$ cat config.mk
export PLATFORM = sky130hd
export DESIGN_NAME = fpa_front_flat
export DESIGN_NICKNAME = d
export VERILOG_FILES = /design/src/hw/rtl/fpa_pkg.sv /design/src/hw/rtl/fpa_if.sv /design/src/hw/rtl/fpa_front.sv /design/src/flat_wrapper.sv
export SDC_FILE = /design/constraint.sdc
export NUM_CORES = 1
export LEC_CHECK = 0
export BUFFER_PORTS_ARGS = -buffer_cell sky130_fd_sc_hd__buf_2
export CORE_ASPECT_RATIO = 0.7
export CORE_UTILIZATION = 45
export CTS_BUF_LIST = sky130_fd_sc_hd__clkbuf_4 sky130_fd_sc_hd__clkbuf_8
export CTS_CLUSTER_DIAMETER = 60
export DETAILED_ROUTE_END_ITERATION = 6
export PLACE_DENSITY = 0.7
export REMOVE_ABC_BUFFERS = 1
export SLEW_MARGIN = 30
export SYNTH_ARGS = -nofsm -noshare
export SYNTH_HDL_FRONTEND = slang
export SYNTH_SLANG_ARGS = --single-unit
export TNS_END_PERCENT = 1
$ cat constraint.sdc
create_clock -name i_clk -period 10.8 [get_ports i_clk]
set_input_delay 0.54 -clock i_clk [delete_from_list [all_inputs] [get_ports i_clk]]
set_output_delay 0.54 -clock i_clk [all_outputs]
set_load 0.03 [all_outputs]
$ cat src/hw/rtl/fpa_pkg.sv
`default_nettype none
// ----------------------------------------------------------------------------
// fpa_pkg
// Shared types and constants of the fixed-point ALU.
// ----------------------------------------------------------------------------
package fpa_pkg;

    localparam int FRAC_BITS = 8;
    localparam int DATA_W    = 32;
    localparam int OP_W      = 4;
    localparam int ERR_W     = 2;
    localparam int DIV_W     = DATA_W + FRAC_BITS;  // dividend width

    localparam logic [OP_W-1:0] OP_ADD  = 4'd0;
    localparam logic [OP_W-1:0] OP_SUB  = 4'd1;
    localparam logic [OP_W-1:0] OP_MUL  = 4'd2;
    localparam logic [OP_W-1:0] OP_DIV  = 4'd3;
    localparam logic [OP_W-1:0] OP_CMP  = 4'd4;
    localparam logic [OP_W-1:0] OP_MIN  = 4'd5;
    localparam logic [OP_W-1:0] OP_MAX  = 4'd6;
    localparam logic [OP_W-1:0] OP_FINT = 4'd7;
    localparam logic [OP_W-1:0] OP_TINT = 4'd8;
    localparam logic [OP_W-1:0] OP_INC  = 4'd9;
    localparam logic [OP_W-1:0] OP_DEC  = 4'd10;

    localparam logic [ERR_W-1:0] ERR_NONE  = 2'd0;
    localparam logic [ERR_W-1:0] ERR_RANGE = 2'd1;
    localparam logic [ERR_W-1:0] ERR_DIV0  = 2'd2;

    localparam int QUEUE_DEPTH = 2;
    localparam int QPTR_W      = 1;

    typedef struct packed {
        logic [OP_W-1:0]          operation;
        logic signed [DATA_W-1:0] operand_a;
        logic signed [DATA_W-1:0] operand_b;
        logic signed [DATA_W-1:0] int_operand;
    } t_cmd;

    typedef struct packed {
        logic signed [DATA_W-1:0] result_value;
        logic                     less_than;
        logic                     equal_to;
        logic                     greater_than;
        logic [ERR_W-1:0]         error_code;
    } t_res;

    // classified word passed from front to back
    typedef struct packed {
        logic [OP_W-1:0]          operation;
        logic signed [DATA_W-1:0] operand_a;
        logic signed [DATA_W-1:0] operand_b;
        logic                     lt;
        logic                     eq;
        logic                     div_zero;
        logic                     range_err;
        logic signed [DATA_W-1:0] quick;      // result of the simple ops
    } t_slot;

endpackage
`default_nettype wire

$ cat src/hw/rtl/fpa_if.sv
`default_nettype none
// ----------------------------------------------------------------------------
// fpa_cmd_if / fpa_res_if
// Valid/ready channels for command and result words.
// ----------------------------------------------------------------------------
interface fpa_cmd_if;
    import fpa_pkg::*;
    logic valid;
    logic ready;
    t_cmd payload;
    modport source (output valid, output payload, input ready);
    modport sink   (input valid, input payload, output ready);
endinterface

`default_nettype wire

$ cat src/hw/rtl/fpa_front.sv
`default_nettype none
// ----------------------------------------------------------------------------
// fpa_front
// Accepts command words, classifies them, computes the simple ops and
// pushes a slot into a two-entry queue.
// ----------------------------------------------------------------------------
module fpa_front
    import fpa_pkg::*;
(
    input  wire          i_clk,
    input  wire          i_rst_n,
    fpa_cmd_if.sink      i_cmd,
    input  wire          i_pop,
    output logic         o_q_valid,
    output t_slot        o_q_slot
);

    t_slot             r_mem [QUEUE_DEPTH];
    logic [QPTR_W-1:0] r_wr_ptr, r_rd_ptr;
    logic [QPTR_W:0]   r_count;
    logic              push;
    t_slot             slot;
    t_cmd              c;
    logic signed [DATA_W-1:0] tint;

    localparam logic signed [DATA_W-1:0] LIM = DATA_W'(1) <<< (DATA_W-1-FRAC_BITS);

    assign c           = i_cmd.payload;
    assign i_cmd.ready = (r_count != (QPTR_W+1)'(QUEUE_DEPTH)) || i_pop;
    assign push        = i_cmd.valid && i_cmd.ready;

    always_comb begin
        // round toward zero: bias negatives before the shift
        if (c.operand_a[DATA_W-1]) begin
            tint = (c.operand_a + DATA_W'((1 << FRAC_BITS) - 1)) >>> FRAC_BITS;
        end else begin
            tint = c.operand_a >>> FRAC_BITS;
        end
        slot.operation = c.operation;
        slot.operand_a = c.operand_a;
        slot.operand_b = c.operand_b;
        slot.lt        = c.operand_a < c.operand_b;
        slot.eq        = c.operand_a == c.operand_b;
        slot.div_zero  = c.operand_b == '0;
        slot.range_err = (c.int_operand >= LIM) || (c.int_operand < -LIM);
        unique case (c.operation)
            OP_ADD:  slot.quick = c.operand_a + c.operand_b;
            OP_SUB:  slot.quick = c.operand_a - c.operand_b;
            OP_MIN:  slot.quick = slot.lt ? c.operand_a : c.operand_b;
            OP_MAX:  slot.quick = (!slot.lt && !slot.eq) ? c.operand_a : c.operand_b;
            OP_FINT: slot.quick = slot.range_err ? '0 : (c.int_operand <<< FRAC_BITS);
            OP_TINT: slot.quick = tint;
            OP_INC:  slot.quick = c.operand_a + DATA_W'(1);
            OP_DEC:  slot.quick = c.operand_a - DATA_W'(1);
            default: slot.quick = '0;
        endcase
    end

    always_ff @(posedge i_clk) begin
        if (push) begin
            r_mem[r_wr_ptr] <= slot;
        end
    end

    always_ff @(posedge i_clk) begin
        if (!i_rst_n) begin
            r_wr_ptr <= '0;
            r_rd_ptr <= '0;
            r_count  <= '0;
        end else begin
            if (push) r_wr_ptr <= r_wr_ptr + QPTR_W'(1);
            if (i_pop) r_rd_ptr <= r_rd_ptr + QPTR_W'(1);
            r_count <= r_count + (QPTR_W+1)'(push) - (QPTR_W+1)'(i_pop);
        end
    end

    assign o_q_valid = r_count != '0;
    assign o_q_slot  = r_mem[r_rd_ptr];

endmodule
`default_nettype wire

$ cat src/flat_wrapper.sv
// flat-port wrapper written by rule: the top's interface ports become plain ports
module fpa_front_flat import fpa_pkg::*;
  (i_clk, i_rst_n, i_pop, o_q_valid, o_q_slot, i_cmd_valid, i_cmd_payload, i_cmd_ready);
  fpa_cmd_if i_cmd_i ();
  input  wire i_clk;
  input  wire i_rst_n;
  input  wire i_pop;
  output logic o_q_valid;
  output t_slot o_q_slot;
  input wire logic [$bits(i_cmd_i.valid)-1:0] i_cmd_valid;
  input wire logic [$bits(i_cmd_i.payload)-1:0] i_cmd_payload;
  output wire logic [$bits(i_cmd_i.ready)-1:0] i_cmd_ready;
  assign i_cmd_i.valid = i_cmd_valid;
  assign i_cmd_i.payload = i_cmd_payload;
  assign i_cmd_ready = i_cmd_i.ready;
  fpa_front u_core (.i_clk(i_clk), .i_rst_n(i_rst_n), .i_cmd(i_cmd_i), .i_pop(i_pop), .o_q_valid(o_q_valid), .o_q_slot(o_q_slot));
endmodule
==> results of run 1 <==
state kept, by name (all words and copies together), names as in the netlist, named ones only:
name	flops
u_core.r_mem	208
u_core.r_count	2
u_core.r_rd_ptr	1
u_core.r_wr_ptr	1
Yosys cell counts, types with 5 or more instances:
cell	count	area share (%)
a21o_1	25	1.3
o211ai_1	8	0.42
and3_1	11	0.48
buf_4	5	0.26
nand2b_1	6	0.26
a211oi_1	11	0.57
or3_1	5	0.22
a21oi_1	95	3.3
buf_6	6	0.47
nand2_1	78	2.0
nand3_1	42	1.5
a221oi_1	8	0.49
buf_2	8	0.28
xor2_1	31	1.9
o21ai_1	5	0.17
o31ai_1	8	0.42
o221ai_1	24	1.5
o21ai_0	75	2.6
nor2b_1	7	0.30
a31oi_1	8	0.35
o21a_1	10	0.52
a22oi_1	6	0.31
ha_1	66	5.7
clkbuf_1	48	1.2
mux2i_1	45	3.1
and2_1	11	0.48
o21bai_1	9	0.47
dfxtp_1	5	0.69
xnor2_1	72	4.4
edfxtp_1	208	43
a211o_1	8	0.49
nand4_1	21	0.91
nor2_1	73	1.9
nor4_1	9	0.39
or2_2	6	0.26
mux2_2	109	8.5
inv_1	49	1.3
buf_1	5	0.13
nor3_1	35	1.2
a222oi_1	11	0.76
cell families after synthesis:
logic type | Yosys count | synth area share, %
multiplexers | 154 | 11.6
adder cells (fa/ha/maj) | 68 | 6.00
flip-flops | 213 | 44.0
XOR/XNOR | 103 | 6.25
buffers and inverters | 122 | 3.69
AND/OR/NAND/NOR | 330 | 11.7
AO/OA/AOI/OAI | 352 | 16.7
final cells by class:
type                       instances  area share [%]
tap                              420            3.19
clock buffer                      45            3.42
multi-input combinational       1007            46.0
timing repair buffer             224            7.03
clock inverter                    17           0.668
inverter                          49            1.12
sequential                       213            38.5
layer usage:
| layer | track usage (%) | vias to the layer above | part of all wire (%) |
|---|---|---|---|
| met3 | 6.57 | 73 | 11 |
| li1 | - | 5526 | - |
| met2 | 38.1 | 624 | 41 |
| met5 | 0 | - | 0 |
| met1 | 41.7 | 5823 | 47 |
| met4 | 5.37 | 0 | 1.5 |
metrics by stage:
step / instances / util [%]
2_1_floorplan: 1269 / -
5_1_grt: 1975 / 52.6
4_1_cts: 1975 / 52.6
3_5_place_dp: 1913 / 50.4
6_report: 1975 / 52.6
3_3_place_gp: 1913 / 50.4
path summary, 6_finish.rpt:
| path | end | slack (ns) | cells after the start |
|---|---|---|---|
| worst min register to register | flip-flop | 0.57 | 2 |
| worst max register to register | u_core.r_mem[0][29] | 8.36 | 6 |
| worst max-delay path | u_core.r_mem[1][31] | 5.69 | 17 |
| worst min-delay path | u_core.r_mem[0][42] | 0.24 | 1 |
worst max-delay path: stages:
cell     delay, ns
buf_2         0.14
inv_1         0.14
ha_1          0.31
nand3_1       0.42
or2_2         0.46
nor4_1        0.70
nand3_1       0.19
xnor2_1       0.21
o21ai_0       0.12
ha_1          0.45
a21oi_1       0.16
o21a_1        0.16
a31oi_4       0.23
a21oi_4       0.11
o21a_2        0.22
o31a_1        0.26
or4b_1        0.56
power by group:
part / switching (mW) / total, mW / leakage, nW / internal (mW)
Clock: 0.322 / 0.690 / 0.347 / 0.367
Combinational: 0.516 / 0.793 / 3.98 / 0.278
Sequential: 0.0246 / 1.04 / 2.00 / 1.01
Total: 0.862 / 2.52 / 6.33 / 1.66
==> metrics.txt, run 1 <==
synth-to-layout area growth 14.2%; Worst Skew 0.0199 ns; placed cell area 0.0158 mm^2; setup_tns 0 ns; # fillers 2897; Main synth FF type edfxtp_1; total power 2.52 mW; unrepaired setup endpoints after global routing false; total CTS buffers 35; die width 216 um; IR drop worst, VDD 0.115 mV; post-synthesis sequential area ratio 44.0%; Post-Syn Instances 1342; H-tree levels 2; commonest cells after routing, fill and taps aside 209 x buf_2, 208 x edfxtp_1, 109 x mux2_2; Setup Fix Bufs, Post-CTS 0; first-pass GRT wire length 67800 um; Final setup viols 0; dpl hpwl 32600 um; Die Y 152 um; via count 12000; cell area after synthesis 0.0144 mm^2; Yosys reg bits 213; Warnings, synthesis 0; leakage power 6.33 nW; core area 0.0314 mm^2; area of the multi-input gates 0.00759 mm^2; Max Freq 0.196 GHz; vias per cell 6.10; Worst Tran Pin Value 0.962 ns; Crit Path Max Fanout 8; Final min period 5.11 ns; initial drt markers 1254; CTS Sinks 213; starting density of the core 46.0%; Critical Path RT 11.06 ns; Max Slew Vio Count 0; row cnt 54; clk buf depth 3; GRT Resource Usage Total 27.0%; final hold vios 0; Worst Setup Path Type primary input to flip-flop; vias in the first global route 11300; share of cells above drive strength 1 27.7%; power density over cell area 153 mW/mm^2; TritonCTS clock tree done; ANT nets after route 0; initial antenna violation count 1; Die ar. 0.0328 mm^2; I/O Buffers 209; GRT Residual Overflow 0; final WL 45200 um; top-level I/O count 210; PnR worst setup slack 5.69 ns; Post-synth EDFFs 208; gpl congestion 1.01; drt drc 0; Worst Hold Class primary input to flip-flop; count of cells resized by post-cts repair 0; Skew-Pair Late Insertion Delay 0.56 ns; period utilisation layout 47.3%; largest net degree at the start of global routing 59; startpoint types primary input; DRT Pass-1 Iters 6; hold slack 0.241 ns; # hold bufs at CTS 0; clock transition at the registers of the reported paths 0.06 ns; asr flop ratio synth 0%; worst hold start i_cmd_payload[38]; most common cell after layout, fill and taps aside buf_2; critical path launch point i_cmd_payload[33]; dpl ws 5.36 ns; number of diodes 0; crit end category flip-flop; Nets 1702; distinct cell type count after synthesis 82; Avg WL per Cell 22.9 um; register area 0.00635 mm^2; CP Data Arrival Time 5.37 ns; reg-to-reg critical path startpoint u_core.r_count[0]; maxcap violations 0; status finished clean; slew margin rel. 35.9%; root buffer cell clkbuf_8; Mapped Avg Cell Area 10.8 um^2; cell area after layout 0.0165 mm^2
Note: power is estimated with default switching activity, not from simulation.
==> inputs of run 2 (changes only) <==
--- a/config.mk
+++ b/config.mk
@@ -11,7 +11,7 @@
 export CTS_BUF_LIST = sky130_fd_sc_hd__clkbuf_4 sky130_fd_sc_hd__clkbuf_8
 export CTS_CLUSTER_DIAMETER = 60
 export DETAILED_ROUTE_END_ITERATION = 6
-export PLACE_DENSITY = 0.7
+export PLACE_DENSITY = 0.73
 export REMOVE_ABC_BUFFERS = 1
 export SLEW_MARGIN = 30
 export SYNTH_ARGS = -nofsm -noshare
==> constraint.sdc (replaced) <==
create_clock -name i_clk -period 4.52 [get_ports i_clk]
set_input_delay 0.226 -clock i_clk [delete_from_list [all_inputs] [get_ports i_clk]]
set_output_delay 0.226 -clock i_clk [all_outputs]
set_load 0.03 [all_outputs]
==> metrics.txt, run 2 (same netlist as run 1, synthesis figures left out) <==
status finished clean (unchanged); IR drop worst, VDD 0.271 mV (was 0.115 mV); ANT nets after route 0 (unchanged); slew margin rel. 34.6% (was 35.9%); most common cell after layout, fill and taps aside buf_2 (unchanged); CTS Sinks 213 (unchanged); Critical Path RT 4.76 ns (was 11.06 ns); via count 12500 (was 12000); crit path max-delay cell type dlygate4sd3_1 (was nor4_1); largest net degree at the start of global routing 106 (was 59); core area 0.0314 mm^2 (unchanged); leakage power 6.76 nW (was 6.33 nW); Avg WL per Cell 22.6 um (was 22.9 um); Comb pwr share 33.1% (was 31.5%); drt drc 0 (unchanged); Die Y 152 um (unchanged); clk buf depth 3 (unchanged); initial antenna violation count 1 (unchanged); sequential share of power 40.7% (was 41.1%); vias in the first global route 11900 (was 11300); root buffer cell clkbuf_8 (unchanged); gpl congestion 1.00 (was 1.01); commonest cells after routing, fill and taps aside 209 x buf_2, 208 x edfxtp_1, 109 x mux2_2 (unchanged); initial drt markers 1570 (was 1254); top-level I/O count 210 (unchanged); crit end category flip-flop (unchanged); Most Crowded Layer GR met1 (unchanged); TritonCTS clock tree done (unchanged); GRT Residual Overflow 0 (unchanged); final cell count without fillers 2067 (was 1975); met2 global-route usage 39.5% (was 38.1%); met1 GRT Util 42.9% (was 41.7%); I/O Buffers 209 (unchanged); Pint 3.99 mW (was 1.66 mW); max reg flops 208 (unchanged); Worst Skew 0.0129 ns (was 0.0199 ns); DRT Pass-1 Iters 6 (unchanged); power density over cell area 353 mW/mm^2 (was 153 mW/mm^2); Worst Hold Class primary input to flip-flop (unchanged); row cnt 54 (unchanged); final hold vios 0 (unchanged); Worst Tran Pin Value 0.979 ns (was 0.962 ns); Skew-Pair Late Insertion Delay 0.53 ns (was 0.56 ns); final WL 46800 um (was 45200 um); GRT Resource Usage Total 27.8% (was 27.0%); Cells after DPL 1985 (was 1913); hold slack 0.0223 ns (was 0.241 ns); starting density of the core 46.0% (unchanged); number of diodes 0 (unchanged); synth-to-layout area growth 19.6% (was 14.2%); unrepaired setup endpoints after global routing false (unchanged); Final setup viols 0 (unchanged); die width 216 um (unchanged); CP dominant cell by count o21ai_0; startpoint types primary input (unchanged); total CTS buffers 34 (was 35); Biggest register u_core.r_mem (unchanged); maxcap violations 0 (unchanged); H-tree levels 2 (unchanged); area of the multi-input gates 0.00762 mm^2 (was 0.00759 mm^2); Max stage delay on crit path 0.53 ns (was 0.70 ns); global-route met3 utilization 6.09% (was 6.57%); Max Freq 0.231 GHz; Worst Setup Path Type primary input to flip-flop (unchanged); vias per cell 6.07 (was 6.10); Die ar. 0.0328 mm^2 (unchanged); share of cells above drive strength 1 31.0% (was 27.7%); register area 0.00635 mm^2 (unchanged); Clk pwr share 26.2% (was 27.4%); CP Data Arrival Time 4.57 ns (was 5.37 ns); Regs by FF count u_core.r_mem x208, u_core.r_count x2 (unchanged); net switching power 2.09 mW (was 862 uW); Nets 1795 (was 1702); # fillers 2782 (was 2897); CP Cell Sequence dlygate4sd3_1 > buf_2 > nor3_1 > and2_2 > and2b_2 > nand3_1 > xnor2_1 > o21ai_0 > ha_1 > a21oi_1 > o21ai_0 > a2111oi_1 > buf_4 > a211oi_1 > a311o_1 > xor2_1 > a221oi_1 > o211ai_1 (was buf_2 > inv_1 > ha_1 > nand3_1 > or2_2 > nor4_1 > nand3_1 > xnor2_1 > o21ai_0 > ha_1 > a21oi_1 > o21a_1 > a31oi_4 > a21oi_4 > o21a_2 > o31a_1 > or4b_1); Final min period 4.33 ns; Max Slew Vio Count 0 (unchanged); clock transition at the registers of the reported paths 0.06 ns (about the same); first-pass GRT wire length 70200 um (was 67800 um); Crit Path Max Fanout 6 (was 8); sw frac 34.4% (was 34.2%); period utilisation layout 95.8%; dpl hpwl 34300 um (was 32600 um)
## run 2: worst max-delay path, delay by kind of cell
family | cells | cell delay (ns)
and+or+nand+nor | 4 | 0.99
buffers and inverters | 3 | 0.89
xor gates and xnor gates | 2 | 0.30
AOI/OAI and AO/OA | 8 | 1.81
adders and majority gates | 1 | 0.33
## run 2: area by class of cell
cell class              count  area share (%)
well taps                 420            3.05
repair buffers            318            11.3
multi-input cells        1007            44.1
flip-flops and latches    213            36.8
clock buffers              48            3.36
clock inverters            12           0.334
inverters                  49            1.07
## run 2: per-layer routing
metal / routed length, um / share of wire [%]
met1: 21900 / 47
met2: 19200 / 41
met3: 4910 / 10
met4: 776 / 1.7
met5: 0 / 0
## run 2: path summary, 6_finish.rpt
| path | startpoint | to | slack, ns | cells after the start |
|---|---|---|---|---|
| setup / recovery | i_cmd_payload[33] | u_core.r_mem[0][28] | 0.19 | 18 |
| hold / removal | i_cmd_payload[40] | u_core.r_mem[1][44] | 0.02 | 1 |
| setup reg to reg | u_core.r_count[0] | u_core.r_mem[1][64] | 2.43 | 4 |
| hold reg to reg | u_core.r_rd_ptr | flip-flop | 0.58 | 2 |
## run 2: what timing repair did
action / 4_1_cts / 5_1_grt
setup buffers: 0 / 1
endpoints found under the setup margin: 0 / 15
endpoints found under the hold margin: 45 / 0
hold buffers: 21 / 0
resized for setup: 0 / 9
## run 2: through the flow
step	worst slack (ns)	cell area, um^2	TNS (ns)	utilization, %	power [mW]
after floorplan	-1.15	14100	-120.97	-	3.83
after global placement	0.00646	16400	0	52.2	4.45
after detailed placement	0.00449	16400	0	52.2	4.47
after CTS	0.113	17200	0	54.9	6.08
after global routing	0.0259	17300	0	55.0	6.34
final	0.192	17300	0	55.0	6.08
## run 2: power by group through the flow
| stage | registers (mW) | clock network [mW] | logic, mW |
|---|---|---|---|
| floorplan | 2.53 | 0 | 1.29 |
| global placement | 2.51 | 0 | 1.94 |
| detailed placement | 2.52 | 0 | 1.96 |
| CTS | 2.48 | 1.62 | 1.98 |
| global route | 2.49 | 1.70 | 2.15 |
| finish | 2.48 | 1.59 | 2.02 |
==> inputs of run 3 (changes only) <==
--- a/config.mk
+++ b/config.mk
@@ -7,11 +7,11 @@
 export LEC_CHECK = 0
 export BUFFER_PORTS_ARGS = -buffer_cell sky130_fd_sc_hd__buf_2
 export CORE_ASPECT_RATIO = 0.7
-export CORE_UTILIZATION = 45
+export CORE_UTILIZATION = 60
 export CTS_BUF_LIST = sky130_fd_sc_hd__clkbuf_4 sky130_fd_sc_hd__clkbuf_8
 export CTS_CLUSTER_DIAMETER = 60
 export DETAILED_ROUTE_END_ITERATION = 6
-export PLACE_DENSITY = 0.73
+export PLACE_DENSITY_LB_ADDON = 0.2
 export REMOVE_ABC_BUFFERS = 1
 export SLEW_MARGIN = 30
 export SYNTH_ARGS = -nofsm -noshare
==> constraint.sdc (replaced) <==
create_clock -name i_clk -period 5.62 [get_ports i_clk]
set_input_delay 0.281 -clock i_clk [delete_from_list [all_inputs] [get_ports i_clk]]
set_output_delay 0.281 -clock i_clk [all_outputs]
set_load 0.03 [all_outputs]
==> metrics.txt, run 3 (same netlist as run 1, synthesis figures left out) <==
status complete, but fails checks (was finished clean); failing checks DRC; Max stage delay on crit path 0.56 ns (was 0.53 ns); max reg flops 208 (unchanged); Max Freq 0.206 GHz; leakage power 6.44 nW (was 6.76 nW); Die ar. 0.0247 mm^2 (was 0.0328 mm^2); total CTS buffers 30 (was 34); DR WL met3 5190 um (was 4910 um); GRT Residual Overflow 0 (unchanged); Biggest register u_core.r_mem (unchanged); first-pass GRT wire length 67100 um (was 70200 um); Final setup viols 0 (unchanged); share of cells above drive strength 1 27.0% (was 31.0%); number of diodes 0 (unchanged); period utilisation layout 86.5%; # fillers 1782 (was 2782); root buffer cell clkbuf_8 (unchanged); crit path max-delay cell type dlygate4sd3_1 (unchanged); startpoint types primary input (unchanged); final hold vios 0 (unchanged); M1 wire length 20100 um (was 21900 um); Max Slew Vio Count 0 (unchanged); power density over cell area 283 mW/mm^2 (was 353 mW/mm^2); placed cell area 0.0157 mm^2 (was 0.0164 mm^2); starting density of the core 61.0% (was 46.0%); drt drc 3 (was 0); ANT nets after route 0 (unchanged); DRT Pass-1 Iters 7 (was 6); Worst Tran Pin Value 1.07 ns (was 0.979 ns); crit end category flip-flop (unchanged); worst hold start i_cmd_payload[99] (was i_cmd_payload[40]); clk buf depth 3 (unchanged); register area 0.00635 mm^2 (unchanged); IR drop worst, VDD 0.333 mV (was 0.271 mV); reg-to-reg critical path startpoint u_core.r_count[0] (unchanged); largest net degree at the start of global routing 59 (was 106); Die Y 132 um (was 152 um); dpl ws 0.864 ns (was 0.00449 ns); top-level I/O count 210 (unchanged); via count 12300 (was 12500); delay-heaviest family, CP simple AND/OR/NAND/NOR gates (was compound AO/OA/AOI/OAI gates); commonest cells after routing, fill and taps aside 209 x buf_2, 208 x edfxtp_1, 109 x mux2_2 (unchanged); DR top layer met4 (unchanged); most common cell after layout, fill and taps aside buf_2 (unchanged); critical path launch point i_cmd_payload[36] (was i_cmd_payload[33]); initial antenna violation count 1 (unchanged); Regs by FF count u_core.r_mem x208, u_core.r_count x2 (unchanged); cell area after layout 0.0166 mm^2 (was 0.0173 mm^2); die width 187 um (was 216 um); dpl hpwl 31000 um (was 34300 um); Worst Skew 0.00845 ns (was 0.0129 ns); core area 0.0236 mm^2 (was 0.0314 mm^2); count of cells resized by post-cts repair 0 (unchanged); CTS Sinks 213 (unchanged); synth-to-layout area growth 15.0% (was 19.6%); maxcap violations 0 (unchanged); vias per cell 6.46 (was 6.07); Crit Path Max Fanout 8 (was 6); TritonCTS clock tree done (unchanged); area of the multi-input gates 0.00758 mm^2 (was 0.00762 mm^2); Critical Path RT 5.95 ns (was 4.76 ns); FF-to-FF setup slack 3.25 ns (was 2.43 ns); final WL 44200 um (was 46800 um); total power 4.70 mW (was 6.08 mW); Skew-Pair Late Insertion Delay 0.60 ns (was 0.53 ns); Worst Setup Path Type primary input to flip-flop (unchanged); vias in the first global route 11700 (was 11900); final cell count without fillers 1904 (was 2067); unrepaired setup endpoints after global routing false (unchanged); I/O Buffers 209 (unchanged); GRT Resource Usage Total 35.3% (was 27.8%); Final min period 4.86 ns; PnR worst setup slack 0.761 ns (was 0.192 ns); Cells after DPL 1817 (was 1985); row cnt 47 (was 54); CP Data Arrival Time 5.19 ns (was 4.57 ns); Buf/Inv on CP 2 (was 3); H-tree levels 1 (was 2); clock transition at the registers of the reported paths 0.07 ns (was 0.06 ns); CP Cell Sequence dlygate4sd3_1 > buf_2 > nor4_4 > nand3_1 > nor4_1 > xnor2_1 > o21ai_0 > ha_1 > nand4_1 > a2111oi_4 > o211ai_2 > a31oi_4 > a21oi_4 > o21a_2 > o31a_1 > or4b_1 (was dlygate4sd3_1 > buf_2 > nor3_1 > and2_2 > and2b_2 > nand3_1 > xnor2_1 > o21ai_0 > ha_1 > a21oi_1 > o21ai_0 > a2111oi_1 > buf_4 > a211oi_1 > a311o_1 > xor2_1 > a221oi_1 > o211ai_1); Avg WL per Cell 23.2 um (was 22.6 um); initial drt markers 1541 (was 1570); gpl congestion 1.04 (was 1.00); Nets 1734 (was 1795); slew margin rel. 28.7% (was 34.6%); DR WL met2 18100 um (was 19200 um); Worst Hold Class primary input to flip-flop (unchanged)
[run 3: worst paths after layout]
path	depth (start not counted)	to
max	16	u_core.r_mem[1][31]
min	1	u_core.r_mem[0][103]
max reg2reg	4	u_core.r_mem[1][63]
min reg2reg	2	flip-flop
[run 3: final cells by class]
class                           count  share of cell area, %
Timing Repair Buffer              261                   9.12
Clock buffer                       42                   3.03
Clock inverter                     14                  0.377
Inverter                           49                   1.11
Multi-Input combinational cell   1007                   45.7
Sequential cell                   213                   38.3
Tap cell                          318                   2.40
[run 3: metrics by stage]
| step | util, % | hold WS (ns) | setup TNS, ns |
|---|---|---|---|
| finish | 70.2 | 0.0322 | 0 |
| global route | 70.2 | 0.0113 | 0 |
| CTS | 70.1 | 0.000643 | 0 |
| detailed placement | 66.5 | 0.532 | 0 |
| global placement | 66.5 | 0.528 | 0 |
| floorplan | - | 0.380 | -5.47 |
[run 3: power by group]
part	switching [mW]	internal [mW]
logic	0.994	0.550
clock network	0.584	0.578
registers	0.0533	1.94
total	1.63	3.07
[run 3: routing by layer]
metal	vias up	GRT usage (%)
met5	-	0
met4	0	8.33
met3	82	9.50
met2	711	50.0
met1	5927	53.5
li1	5575	-
[run 3: timing repair]
action,4_1_cts,5_1_grt
hold endpoints to repair,62,2
hold buffers,30,1
buffers inserted,0,0
[run 3: worst register-to-register path, cell delays in order, from the launching register on]
cell     delay, ns
dfxtp_1       0.35
nor2_1        0.05
nand2_1       0.10
and3_4        0.79
buf_4         0.69
